File: config.mk
export PLATFORM = sky130hd
export DESIGN_NAME = note_record_stream_parser
export DESIGN_NICKNAME = d
export VERILOG_FILES = /design/src/hdl/nrsp_pkg.sv /design/src/hdl/nrsp_rsp_queue.sv /design/src/hdl/note_record_stream_parser.sv
export SDC_FILE = /design/constraint.sdc
export NUM_CORES = 2
export LEC_CHECK = 0
export ABC_AREA = 1
export BUFFER_PORTS_ARGS = -buffer_cell sky130_fd_sc_hd__buf_2
export CORE_MARGIN = 8
export CORE_UTILIZATION = 50
export DETAILED_ROUTE_END_ITERATION = 10
export PLACE_DENSITY_LB_ADDON = 0.05
export SETUP_SLACK_MARGIN = 0.2
export SLEW_MARGIN = 20
export SYNTH_ARGS = -nofsm -noshare
export SYNTH_HDL_FRONTEND = slang
export SYNTH_SLANG_ARGS = --single-unit
File: constraint.sdc
create_clock -name clock -period 10.35 [get_ports clock]
set_input_delay 0.5175 -clock clock [delete_from_list [all_inputs] [get_ports clock]]
set_output_delay 0.5175 -clock clock [all_outputs]
set_load 0.02 [all_outputs]
File: src/hdl/nrsp_pkg.sv
package nrsp_pkg;

   localparam int unsigned HDR_BYTES     = 12;
   localparam int unsigned NOTE_MAX      = 127;
   localparam int unsigned MIN_LEN_RESET = 10;
   localparam int unsigned RSP_DEPTH     = 4;

   localparam logic       KIND_RECORD = 1'b0;
   localparam logic       KIND_STATUS = 1'b1;

   localparam logic [1:0] STATUS_OK     = 2'd0;
   localparam logic [1:0] STATUS_SHORT  = 2'd1;
   localparam logic [1:0] STATUS_CHECK  = 2'd2;
   localparam logic [1:0] STATUS_STRIDE = 2'd3;

   localparam logic       REG_BIG_ENDIAN = 1'b0;
   localparam logic       REG_MIN_LENGTH = 1'b1;

   typedef struct packed {
      logic               kind;
      logic signed [31:0] note_begin;
      logic signed [31:0] note_length;
      logic [31:0]        note_number;
      logic               accepted;
      logic [1:0]         status;
      logic [31:0]        valid_count;
      logic               last_result;
   } rsp_type;

   function automatic logic [31:0] push_byte(input logic [31:0] w, input logic [7:0] b,
                                             input logic big_endian);
      if (big_endian) begin
         return {w[23:0], b};
      end
      return {b, w[31:8]};
   endfunction

endpackage

File: src/hdl/nrsp_rsp_queue.sv
module nrsp_rsp_queue #(
   parameter int unsigned DEPTH = 4
) (
   input  logic             clock,
   input  logic             reset,
   input  logic             push0,
   input  logic             push1,
   input  nrsp_pkg::rsp_type data0,
   input  nrsp_pkg::rsp_type data1,
   output logic             has_room,
   output logic             out_valid,
   input  logic             out_ready,
   output nrsp_pkg::rsp_type out_data
);
   import nrsp_pkg::*;

   localparam int unsigned PW = (DEPTH > 1) ? $clog2(DEPTH) : 1;
   localparam int unsigned CW = $clog2(DEPTH + 1);

   rsp_type        entry_ff [DEPTH];
   logic [PW-1:0]  wr_ptr_ff, wr_ptr_in, wr_next;
   logic [PW-1:0]  rd_ptr_ff, rd_ptr_in;
   logic [CW-1:0]  count_ff, count_in;
   logic           pop;

   function automatic logic [PW-1:0] bump(input logic [PW-1:0] p);
      if (p == PW'(DEPTH - 1)) begin
         return '0;
      end
      return p + 1'b1;
   endfunction

   // push1 only ever comes with push0
   assign pop       = out_valid && out_ready;
   assign out_valid = (count_ff != '0);
   assign out_data  = entry_ff[rd_ptr_ff];
   assign has_room  = (count_ff <= CW'(DEPTH - 2));
   assign wr_next   = bump(wr_ptr_ff);

   always_comb begin
      wr_ptr_in = wr_ptr_ff;
      if (push1) begin
         wr_ptr_in = bump(wr_next);
      end else if (push0) begin
         wr_ptr_in = wr_next;
      end
      rd_ptr_in = pop ? bump(rd_ptr_ff) : rd_ptr_ff;
      count_in  = count_ff + CW'(push0) + CW'(push1) - CW'(pop);
   end

   always_ff @(posedge clock) begin
      if (reset) begin
         wr_ptr_ff <= '0;
         rd_ptr_ff <= '0;
         count_ff  <= '0;
      end else begin
         wr_ptr_ff <= wr_ptr_in;
         rd_ptr_ff <= rd_ptr_in;
         count_ff  <= count_in;
      end
   end

   always_ff @(posedge clock) begin
      if (push0) begin
         entry_ff[wr_ptr_ff] <= data0;
      end
      if (push1) begin
         entry_ff[wr_next] <= data1;
      end
   end

endmodule

File: src/hdl/note_record_stream_parser.sv
// channel  direction  payload                                         handshake
// req      in         data_byte, last_byte                            req_valid/req_ready
// rsp      out        kind, note_begin/length/number, accepted,       rsp_valid/rsp_ready
//                     status, valid_count, last_result
// csr      in/out     big_endian (0x0), min_note_length (0x4)         APB, pready tied high
//
// One byte is taken per cycle while req_ready is high; its results are worked out in
// the same cycle and land in a small result queue, which hands them to rsp in order.
// A byte that yields a record and the status puts two entries in the queue; req_ready
// drops only while the queue cannot take two more.
// Synchronous reset clears the run state and the queue and sets the registers to
// their defaults (little endian, minimum length 10).
module note_record_stream_parser #(
   parameter int unsigned RSP_DEPTH = nrsp_pkg::RSP_DEPTH
) (
   input  logic               clock,
   input  logic               reset,
   input  logic               req_valid,
   output logic               req_ready,
   input  logic [7:0]         req_data_byte,
   input  logic               req_last_byte,
   output logic               rsp_valid,
   input  logic               rsp_ready,
   output logic               rsp_kind,
   output logic signed [31:0] rsp_note_begin,
   output logic signed [31:0] rsp_note_length,
   output logic [31:0]        rsp_note_number,
   output logic               rsp_accepted,
   output logic [1:0]         rsp_status,
   output logic [31:0]        rsp_valid_count,
   output logic               rsp_last_result,
   input  logic               csr_psel,
   input  logic               csr_penable,
   input  logic               csr_pwrite,
   input  logic [2:0]         csr_paddr,
   input  logic [31:0]        csr_pwdata,
   output logic [31:0]        csr_prdata,
   output logic               csr_pready
);
   import nrsp_pkg::*;

   logic        big_endian_ff;
   logic [30:0] min_len_ff;

   logic [3:0]  hdr_cnt_ff, hdr_cnt_in;
   logic [1:0]  lane_ff, lane_in;
   logic [31:0] shift_ff, shift_in;
   logic [31:0] stride_ff, stride_in;
   logic [31:0] expect_ff, expect_in;
   logic [31:0] acc_ff, acc_in;
   logic [31:0] seg_pos_ff, seg_pos_in;
   logic [31:0] field_ff [3];
   logic [31:0] field_in [3];
   logic [31:0] last_begin_ff, last_begin_in;
   logic        have_ff, have_in;
   logic [31:0] total_ff, total_in;
   logic        seen_ff, seen_in;

   logic        accept;
   logic        rec_valid;
   logic        rec_ok;
   rsp_type     rec, stat, q_out;
   logic [1:0]  k;

   assign accept     = req_valid && req_ready;
   assign csr_pready = 1'b1;

   always_comb begin
      unique case (csr_paddr[2])
         REG_BIG_ENDIAN: csr_prdata = {31'd0, big_endian_ff};
         REG_MIN_LENGTH: csr_prdata = {1'b0, min_len_ff};
         default:        csr_prdata = '0;
      endcase
   end

   always_comb begin
      hdr_cnt_in    = (hdr_cnt_ff < 4'(HDR_BYTES)) ? hdr_cnt_ff + 4'd1 : hdr_cnt_ff;
      lane_in       = lane_ff + 2'd1;
      shift_in      = push_byte(shift_ff, req_data_byte, big_endian_ff);
      stride_in     = stride_ff;
      expect_in     = expect_ff;
      acc_in        = acc_ff;
      seg_pos_in    = seg_pos_ff;
      field_in      = field_ff;
      last_begin_in = last_begin_ff;
      have_in       = have_ff;
      total_in      = total_ff;
      seen_in       = seen_ff;
      rec_valid     = 1'b0;
      rec_ok        = 1'b1;
      k             = seg_pos_ff[3:2];

      if (hdr_cnt_ff < 4'(HDR_BYTES)) begin
         if (hdr_cnt_ff == 4'd7) begin
            stride_in = shift_in;
         end else if (hdr_cnt_ff == 4'd11) begin
            expect_in = shift_in;
         end
      end else begin
         if (lane_ff == 2'd3) begin
            acc_in = acc_ff ^ shift_in;
         end
         if (stride_ff >= 32'(HDR_BYTES)) begin
            if (seg_pos_ff < 32'(HDR_BYTES)) begin
               field_in[k] = push_byte(field_ff[k], req_data_byte, big_endian_ff);
            end
            if (seg_pos_ff == stride_ff - 32'd1) begin
               rec_valid = 1'b1;
               if (have_ff && !($signed(field_in[0]) > $signed(last_begin_ff))) begin
                  rec_ok = 1'b0;
               end
               if (field_in[1][31] || (field_in[1][30:0] < min_len_ff)) begin
                  rec_ok = 1'b0;
               end
               if (field_in[2] == 32'd0 || field_in[2] > 32'(NOTE_MAX)) begin
                  rec_ok = 1'b0;
               end
               if (rec_ok) begin
                  last_begin_in = field_in[0];
                  have_in       = 1'b1;
                  total_in      = total_ff + 32'd1;
               end
               seen_in    = 1'b1;
               seg_pos_in = '0;
            end else begin
               seg_pos_in = seg_pos_ff + 32'd1;
            end
         end
      end

      rec.kind        = KIND_RECORD;
      rec.note_begin  = $signed(field_in[0]);
      rec.note_length = $signed(field_in[1]);
      rec.note_number = field_in[2];
      rec.accepted    = rec_ok;
      rec.status      = STATUS_OK;
      rec.valid_count = '0;
      rec.last_result = 1'b0;

      stat             = '0;
      stat.kind        = KIND_STATUS;
      stat.last_result = 1'b1;
      // status sees the state as this byte leaves it
      priority if (hdr_cnt_ff < 4'(HDR_BYTES - 1)) begin
         stat.status = STATUS_SHORT;
      end else if (stride_in < 32'(HDR_BYTES)) begin
         stat.status = STATUS_STRIDE;
      end else if (seen_in && acc_in != expect_in) begin
         stat.status = STATUS_CHECK;
      end else begin
         stat.status      = STATUS_OK;
         stat.valid_count = total_in;
      end

      if (rec_valid) begin
         field_in[0] = '0;
         field_in[1] = '0;
         field_in[2] = '0;
      end

      if (req_last_byte) begin
         hdr_cnt_in    = '0;
         lane_in       = '0;
         shift_in      = '0;
         stride_in     = '0;
         expect_in     = '0;
         acc_in        = '0;
         seg_pos_in    = '0;
         field_in[0]   = '0;
         field_in[1]   = '0;
         field_in[2]   = '0;
         last_begin_in = '0;
         have_in       = 1'b0;
         total_in      = '0;
         seen_in       = 1'b0;
      end
   end

   always_ff @(posedge clock) begin
      if (reset) begin
         big_endian_ff <= 1'b0;
         min_len_ff    <= 31'(MIN_LEN_RESET);
         hdr_cnt_ff    <= '0;
         lane_ff       <= '0;
         shift_ff      <= '0;
         stride_ff     <= '0;
         expect_ff     <= '0;
         acc_ff        <= '0;
         seg_pos_ff    <= '0;
         field_ff[0]   <= '0;
         field_ff[1]   <= '0;
         field_ff[2]   <= '0;
         last_begin_ff <= '0;
         have_ff       <= 1'b0;
         total_ff      <= '0;
         seen_ff       <= 1'b0;
      end else begin
         if (csr_psel && csr_penable && csr_pwrite) begin
            unique case (csr_paddr[2])
               REG_BIG_ENDIAN: big_endian_ff <= csr_pwdata[0];
               REG_MIN_LENGTH: min_len_ff    <= csr_pwdata[30:0];
               default: ;
            endcase
         end
         if (accept) begin
            hdr_cnt_ff    <= hdr_cnt_in;
            lane_ff       <= lane_in;
            shift_ff      <= shift_in;
            stride_ff     <= stride_in;
            expect_ff     <= expect_in;
            acc_ff        <= acc_in;
            seg_pos_ff    <= seg_pos_in;
            field_ff      <= field_in;
            last_begin_ff <= last_begin_in;
            have_ff       <= have_in;
            total_ff      <= total_in;
            seen_ff       <= seen_in;
         end
      end
   end

   nrsp_rsp_queue #(
      .DEPTH(RSP_DEPTH)
   ) u_queue (
      .clock     (clock),
      .reset     (reset),
      .push0     (accept && (rec_valid || req_last_byte)),
      .push1     (accept && rec_valid && req_last_byte),
      .data0     (rec_valid ? rec : stat),
      .data1     (stat),
      .has_room  (req_ready),
      .out_valid (rsp_valid),
      .out_ready (rsp_ready),
      .out_data  (q_out)
   );

   assign rsp_kind        = q_out.kind;
   assign rsp_note_begin  = q_out.note_begin;
   assign rsp_note_length = q_out.note_length;
   assign rsp_note_number = q_out.note_number;
   assign rsp_accepted    = q_out.accepted;
   assign rsp_status      = q_out.status;
   assign rsp_valid_count = q_out.valid_count;
   assign rsp_last_result = q_out.last_result;

endmodule

# ---- Word level (Yosys, flattened, before mapping)
# Memories as Yosys holds them, arrays and structs flattened. A register that Yosys moved wholly into a read port is not among the register bits.
# Index checks and enable logic that the tools add are counted.
dict set report op_classes {
  bitwise_logic 3
  n_eq_ne 9
  n_mux 99
  magnitude_cmp 11
  n_reduce_logical 26
  n_addsub 11
}
# op n
set ops {}
lappend ops {{32-bit two-way mux} 38}
lappend ops {{96-bit two-way mux} 7}
lappend ops {{133-bit two-way mux} 1}
lappend ops {{96-bit bitwise mux} 1}
lappend ops {{32-bit by 1-bit adder with 32-bit output, second input constant} 2}
lappend ops {{32-bit binary-select mux with 2-bit select} 1}
lappend ops {{32-bit demux with 2-bit select} 1}
lappend ops {{32-bit by 4-bit < comparator with 1-bit output, second input constant} 2}
lappend ops {{32-bit one-hot mux with 2 select lines} 1}
lappend ops {{1-bit two-way mux} 33}
lappend ops {{32-bit equality test} 1}
lappend ops {{32-bit by 4-bit >= comparator with 1-bit output, second input constant} 1}
lappend ops {{32-bit greater-than comparator} 1}
lappend ops {{32-bit by 7-bit greater-than comparator with 1-bit output, second input constant} 1}
lappend ops {{32-bit logical NOT} 1}
lappend ops {{32-bit != test} 1}
lappend ops {{32-bit by 1-bit subtractor with 32-bit output, second input constant} 1}
lappend ops {{32-bit XOR} 1}
lappend ops {{31-bit < comparator} 1}
lappend ops {{2-bit two-way mux} 14}
lappend ops {{1-bit logical AND} 10}
lappend ops {{2-bit nonzero test} 5}
lappend ops {{2-bit by 1-bit adder with 2-bit output, second input constant} 4}
lappend ops {{2-bit equality test, second input constant} 4}
lappend ops {{19 further kinds} 26}
dict set report totals {
  regBits 367
  ram_bits 532
  output_inout_bits 168
  in_bits 51
  elab_cells 179
  memories 1
}
# memory words word_bits read_ports rd_ports_with_merged_regs write_ports line_no
set mem_list {}
lappend mem_list {u_queue.entry_ff 4 133 1 1 2 nrsp_rsp_queue.sv:20} ;# rsp_type entry_ff [DEPTH];

# ---- Longest topological paths before layout
dict set report logic_depth {
  depth_word 30
  ltp_mapped 37
  depth_no_buf 34
}

# ---- By module
# A second synthesis with hierarchy kept.
dict set report unflattened {
  cells_unflattened 6512
  area_unflattened_um2 49932.9
}
# mod seq_area_each_um2 instances area_each_um2 cells_each
set modules_own_cells {}
lappend modules_own_cells {nrsp_rsp_queue 16155.5 1 25968.7 2673}
lappend modules_own_cells {note_record_stream_parser 7206.9 1 23964.2 3839}

# ---- Worst setup path before layout
# No wires, ideal clock.
dict set report synth_timing {
  kind {reg2reg}
  startpoint {register seg_pos_ff[2]}
  endpoint {memory u_queue.entry_ff[0][21] in the netlist's numbering (data pin)}
  path_stages_with_launch 28
  arrival_ps 3727
  n_path_buf 3
  setup_ps 266
  synth_period_minus_slack_ps 3993
  path_slack_ps 6357
  required_ps 10084
  path_cell_list {dfxtp_1 -> buf_2 -> nand2_1 -> nand3_1 -> nor2_1 -> nand2_1 -> nor2_1 -> inv_1 -> clkbuf_1 -> o21ai_0 -> inv_1 -> ha_1 -> nand2_1 -> nor4_1 -> nand2_1 -> nand2_1 -> nand2_1 -> nand3_1 -> nand3_1 -> nand2_1 -> nand4_1 -> nor2_2 -> nand2_1 -> buf_2 -> o21ai_0 -> nand2_1 -> nand2_1 -> nor2_1}
}
# item line_no
set synth_rtl {}
lappend synth_rtl {{start: declaration} note_record_stream_parser.sv:51} ;# logic [31:0] seg_pos_ff, seg_pos_in;
lappend synth_rtl {{start signal: assignment} note_record_stream_parser.sv:212} ;# seg_pos_ff <= seg_pos_in;
lappend synth_rtl {{end: declaration} nrsp_rsp_queue.sv:20}

==> flow_summary_export.csv <==
group,metric,value,unit
critical_path,path_buf_inv,5,
cts,cts_root_buf,"clkbuf_16",
drt,avgViaCountPerCell,5.70,
critical_path,cp_top_family,"simple AND/OR/NAND/NOR gates",
sta,setup_viol,0,
global_routing,grtUsageTotal,29.5,%
synthesis,syn-num-nets,6568,
worst_hold_path,min_path_type,"in2reg",
pwr,ir_worst_vdd,0.150,mV
die,fp-row-count,111,
critical_path,crit_type,"reg2reg",
sta,min_period_over_period,67.0,%
cts,cts_setup_buffers,0,
die,ios,219,
sta,relSlewSlack,13.7,%
critical_path,worst_ep_arrival_time,7340,ps
die,die_w,319,µm
sta,whs,48.9,ps
place,gp_congestion,0.962,
sta,period_needed,6940,ps
synthesis,synth-async-reset-ratio,0,%
finish,multi_input_area,0.0224,mm²
synthesis,synth_area,0.0460,mm²
cts,cts_tree,"built",
global_routing,grt_pass1_wl,240000,µm
global_routing,antenna_found_initial,3,
drt,drc,0,
drt,wirelength,157000,µm
run,max_cap_violations,0,
critical_path,endpoint_kind,"flop",
sta,slew_viol_final,0,
critical_path,worst_ep_required_time,10750,ps
sta,worst_pin_slew,1280,ps
place,place_hpwl,102000,µm
finish,final_nets,6538,
finish,final_layout_size_suffix_gt1_share,8.35,%
critical_path,startpoint_type,"flop",
pwr,p_per_area,233,mW/mm²
synthesis,synth_cell_type_count,57,
pwr,report.power.total,0.0118,W
synthesis,netlist_instances,6439,
global_routing,grt-ovfl-total,0,
critical_path,cp_slowest_stage_delay,690,ps
sta,max_freq,0.144,GHz
pwr,leakage,21.6,nW
cts,clock_path_buffers,3,
drt,ant_nets,0,
cts,ctsResizeCount,0,
cts,clkLatencyLatePin,690,ps
drt,drt_pass1_iterations,6,
synthesis,synth_area_per_cell,7.14,µm²
die,start_util,50.3,%
cts,hold_buffers,0,
critical_path,crit_path_max_fanout,40,
synthesis,synth_flop_cell,"dfxtp_1",
run_status,status,"completed",
critical_path,worst_path_max_delay_cell,"nor2_2",
finish,regArea,0.0193,mm²
finish,fin_area,0.0506,mm²
die,die_area,0.102,mm²
die,core-area,0.0914,mm²
finish,n_antenna_cell,0,
finish,area_growth,10.1,%
sta,grt_setup_unrepaired,"false",
global_routing,grt_pass1_vias,39800,
drt,detail_route.iter0.violations,4215,
place,placed_area,0.0475,mm²
finish,fillerInstances,9073,
die,die_y,319,µm
cts,htreeDepth,3,
sta,hold_viol_final,0,
finish,finish.utilization,55.4,%
drt,vias,43800,
critical_path,crit_path_frequent_cell,"nand2_1",
global_routing,grt_start_max_net_pins,167,
synthesis,ys_warn_count,0,
synthesis,synth-seq-area-share,42.0,%
sta,skew,32.9,ps
sta,setup-tns-final,0,ps
synthesis,synth_edf_count,136,
drt,wl_per_cell,20.5,µm
cts,clkTransAtPathRegs,60,ps
synthesis,yosys_register_bits,897,
cts,numCtsBuffers,99,
place,io_buffers,213,
cts,cts_sinks,897,
==> placed cells by master (no fill, tap or decap), types with 14 or more instances in the layout <==
cell / instances
xnor2_1: 49
nand4_1: 58
edfxtp_1: 136
clkbuf_1: 35
clkinv_2: 20
clkbuf_8: 19
nand2_1: 1126
o22ai_1: 154
clkbuf_16: 100
o21a_1: 210
nor2_1: 784
dfxtp_1: 758
buf_4: 94
nor4_1: 24
a211oi_1: 55
nor3_1: 34
mux2i_1: 17
inv_2: 19
o21ai_0: 586
ha_1: 76
o21ai_1: 14
nand3_1: 215
xor2_1: 58
buf_2: 212
a21oi_1: 833
inv_1: 641
a22oi_1: 30
==> cells in the mapped netlist (3+ instances only) <==
cell type  count  area share, %
o22ai_1      154            2.1
nand4_1       58           0.79
inv_1        644            5.3
nand3b_1       9           0.15
dfxtp_1      761             33
nand3_1      216            2.4
nor2_4         7           0.17
buf_4         20           0.33
nor2_1       787            6.4
a2bb2oi_1      7           0.13
o211a_1        3          0.065
clkinv_1       3          0.024
a21oi_2        4          0.076
nor2_8         4           0.17
or2_2         11           0.15
o211ai_1       3          0.049
ha_1          76            2.1
nand2_2        9           0.12
a211oi_1      55           0.90
inv_2         19           0.16
edfxtp_1     136            8.9
and3_1         4          0.054
o21bai_1       4          0.065
o21ai_1       12           0.13
xor2_1        58            1.1
nand2_1     1129            9.2
nor3b_1        7           0.11
a22oi_1       30           0.49
buf_1         35           0.29
mux2i_1       17           0.37
a21oi_1      833            9.1
xnor2_1       49           0.93
nor4_1        24           0.33
clkbuf_1     266            2.2
nor2_2         7          0.095
buf_2        119            1.3
o21ai_0      588            6.4
o21a_1       210            3.4
nor3_1        35           0.38
==> registers in the layout, summed over array words and instances (netlist names), 31 cells and up, named ones only <==
signal and flops:
acc_ff 32, expect_ff 32, field_ff 96, last_begin_ff 32, min_len_ff 31, seg_pos_ff 32, shift_ff 32, stride_ff 32
total_ff 32, u_queue.entry_ff 528
==> worst min-delay path, stage by stage <==
cell	delay (ps)
buf_2	80
a21oi_1	50
o21ai_0	60
==> cell families (layout without fill, tap and decap cells) <==
kind of cell,Yosys count,after routing,share of synthesized area (%)
buffers and inverters,1109,1161,9.58
AO/OA/AOI/OAI,1914,1914,23.1
AND/OR/NAND/NOR,2313,2313,20.6
XOR/XNOR,109,109,2.14
adder cells (fa/ha/maj),78,78,2.15
multiplexers,17,17,0.370
flip-flops,897,897,42.0
other,2,2,0.0163
==> metrics by stage <==
| stage | cells | worst slack, ps |
|---|---|---|
| finish | 7677 | 3410 |
| global route | 7677 | 2790 |
| CTS | 7677 | 3410 |
| detailed placement | 7494 | 3440 |
| global placement | 7494 | 3490 |
| floorplan | 6439 | 6360 |
==> final cells by class <==
type                            instances  share of cell area [%]
Tap cell                             1186                    2.93
Clock inverter                         29                   0.472
Multi-Input combinational cell       4433                    44.1
Clock buffer                          154                    5.72
Inverter                              667                    4.98
Timing Repair Buffer                  311                    3.62
Sequential cell                       897                    38.2
==> power breakdown <==
group,switching [W],internal (W),leakage (nW)
combinational,0.00261,0.00122,12.6
clock,0.00150,0.00197,1.55
sequential,0.000321,0.00420,7.46
total,0.00443,0.00739,21.6
==> final timing paths <==
kind	end	from	cells after the start	slack, ps
hold / removal	min_len_ff[1]	csr_pwdata[1]	3	50
setup reg to reg	u_queue.entry_ff[0][32]	seg_pos_ff[3]	27	3410
setup / recovery	u_queue.entry_ff[0][32]	seg_pos_ff[3]	27	3410
hold reg to reg	u_queue.entry_ff[2][94]	u_queue.entry_ff[2][94]	2	440
==> layer usage <==
metal	up-vias	share of wire, %	GRT usage, %	routed length [µm]
li1	21300	-	-	-
met1	20500	45	42.8	71600
met2	1729	43	44.3	67000
met3	269	8.7	4.98	13700
met4	2	3.2	9.99	5040
met5	-	0.0083	0	13
Power figures use the tool's default switching activity.
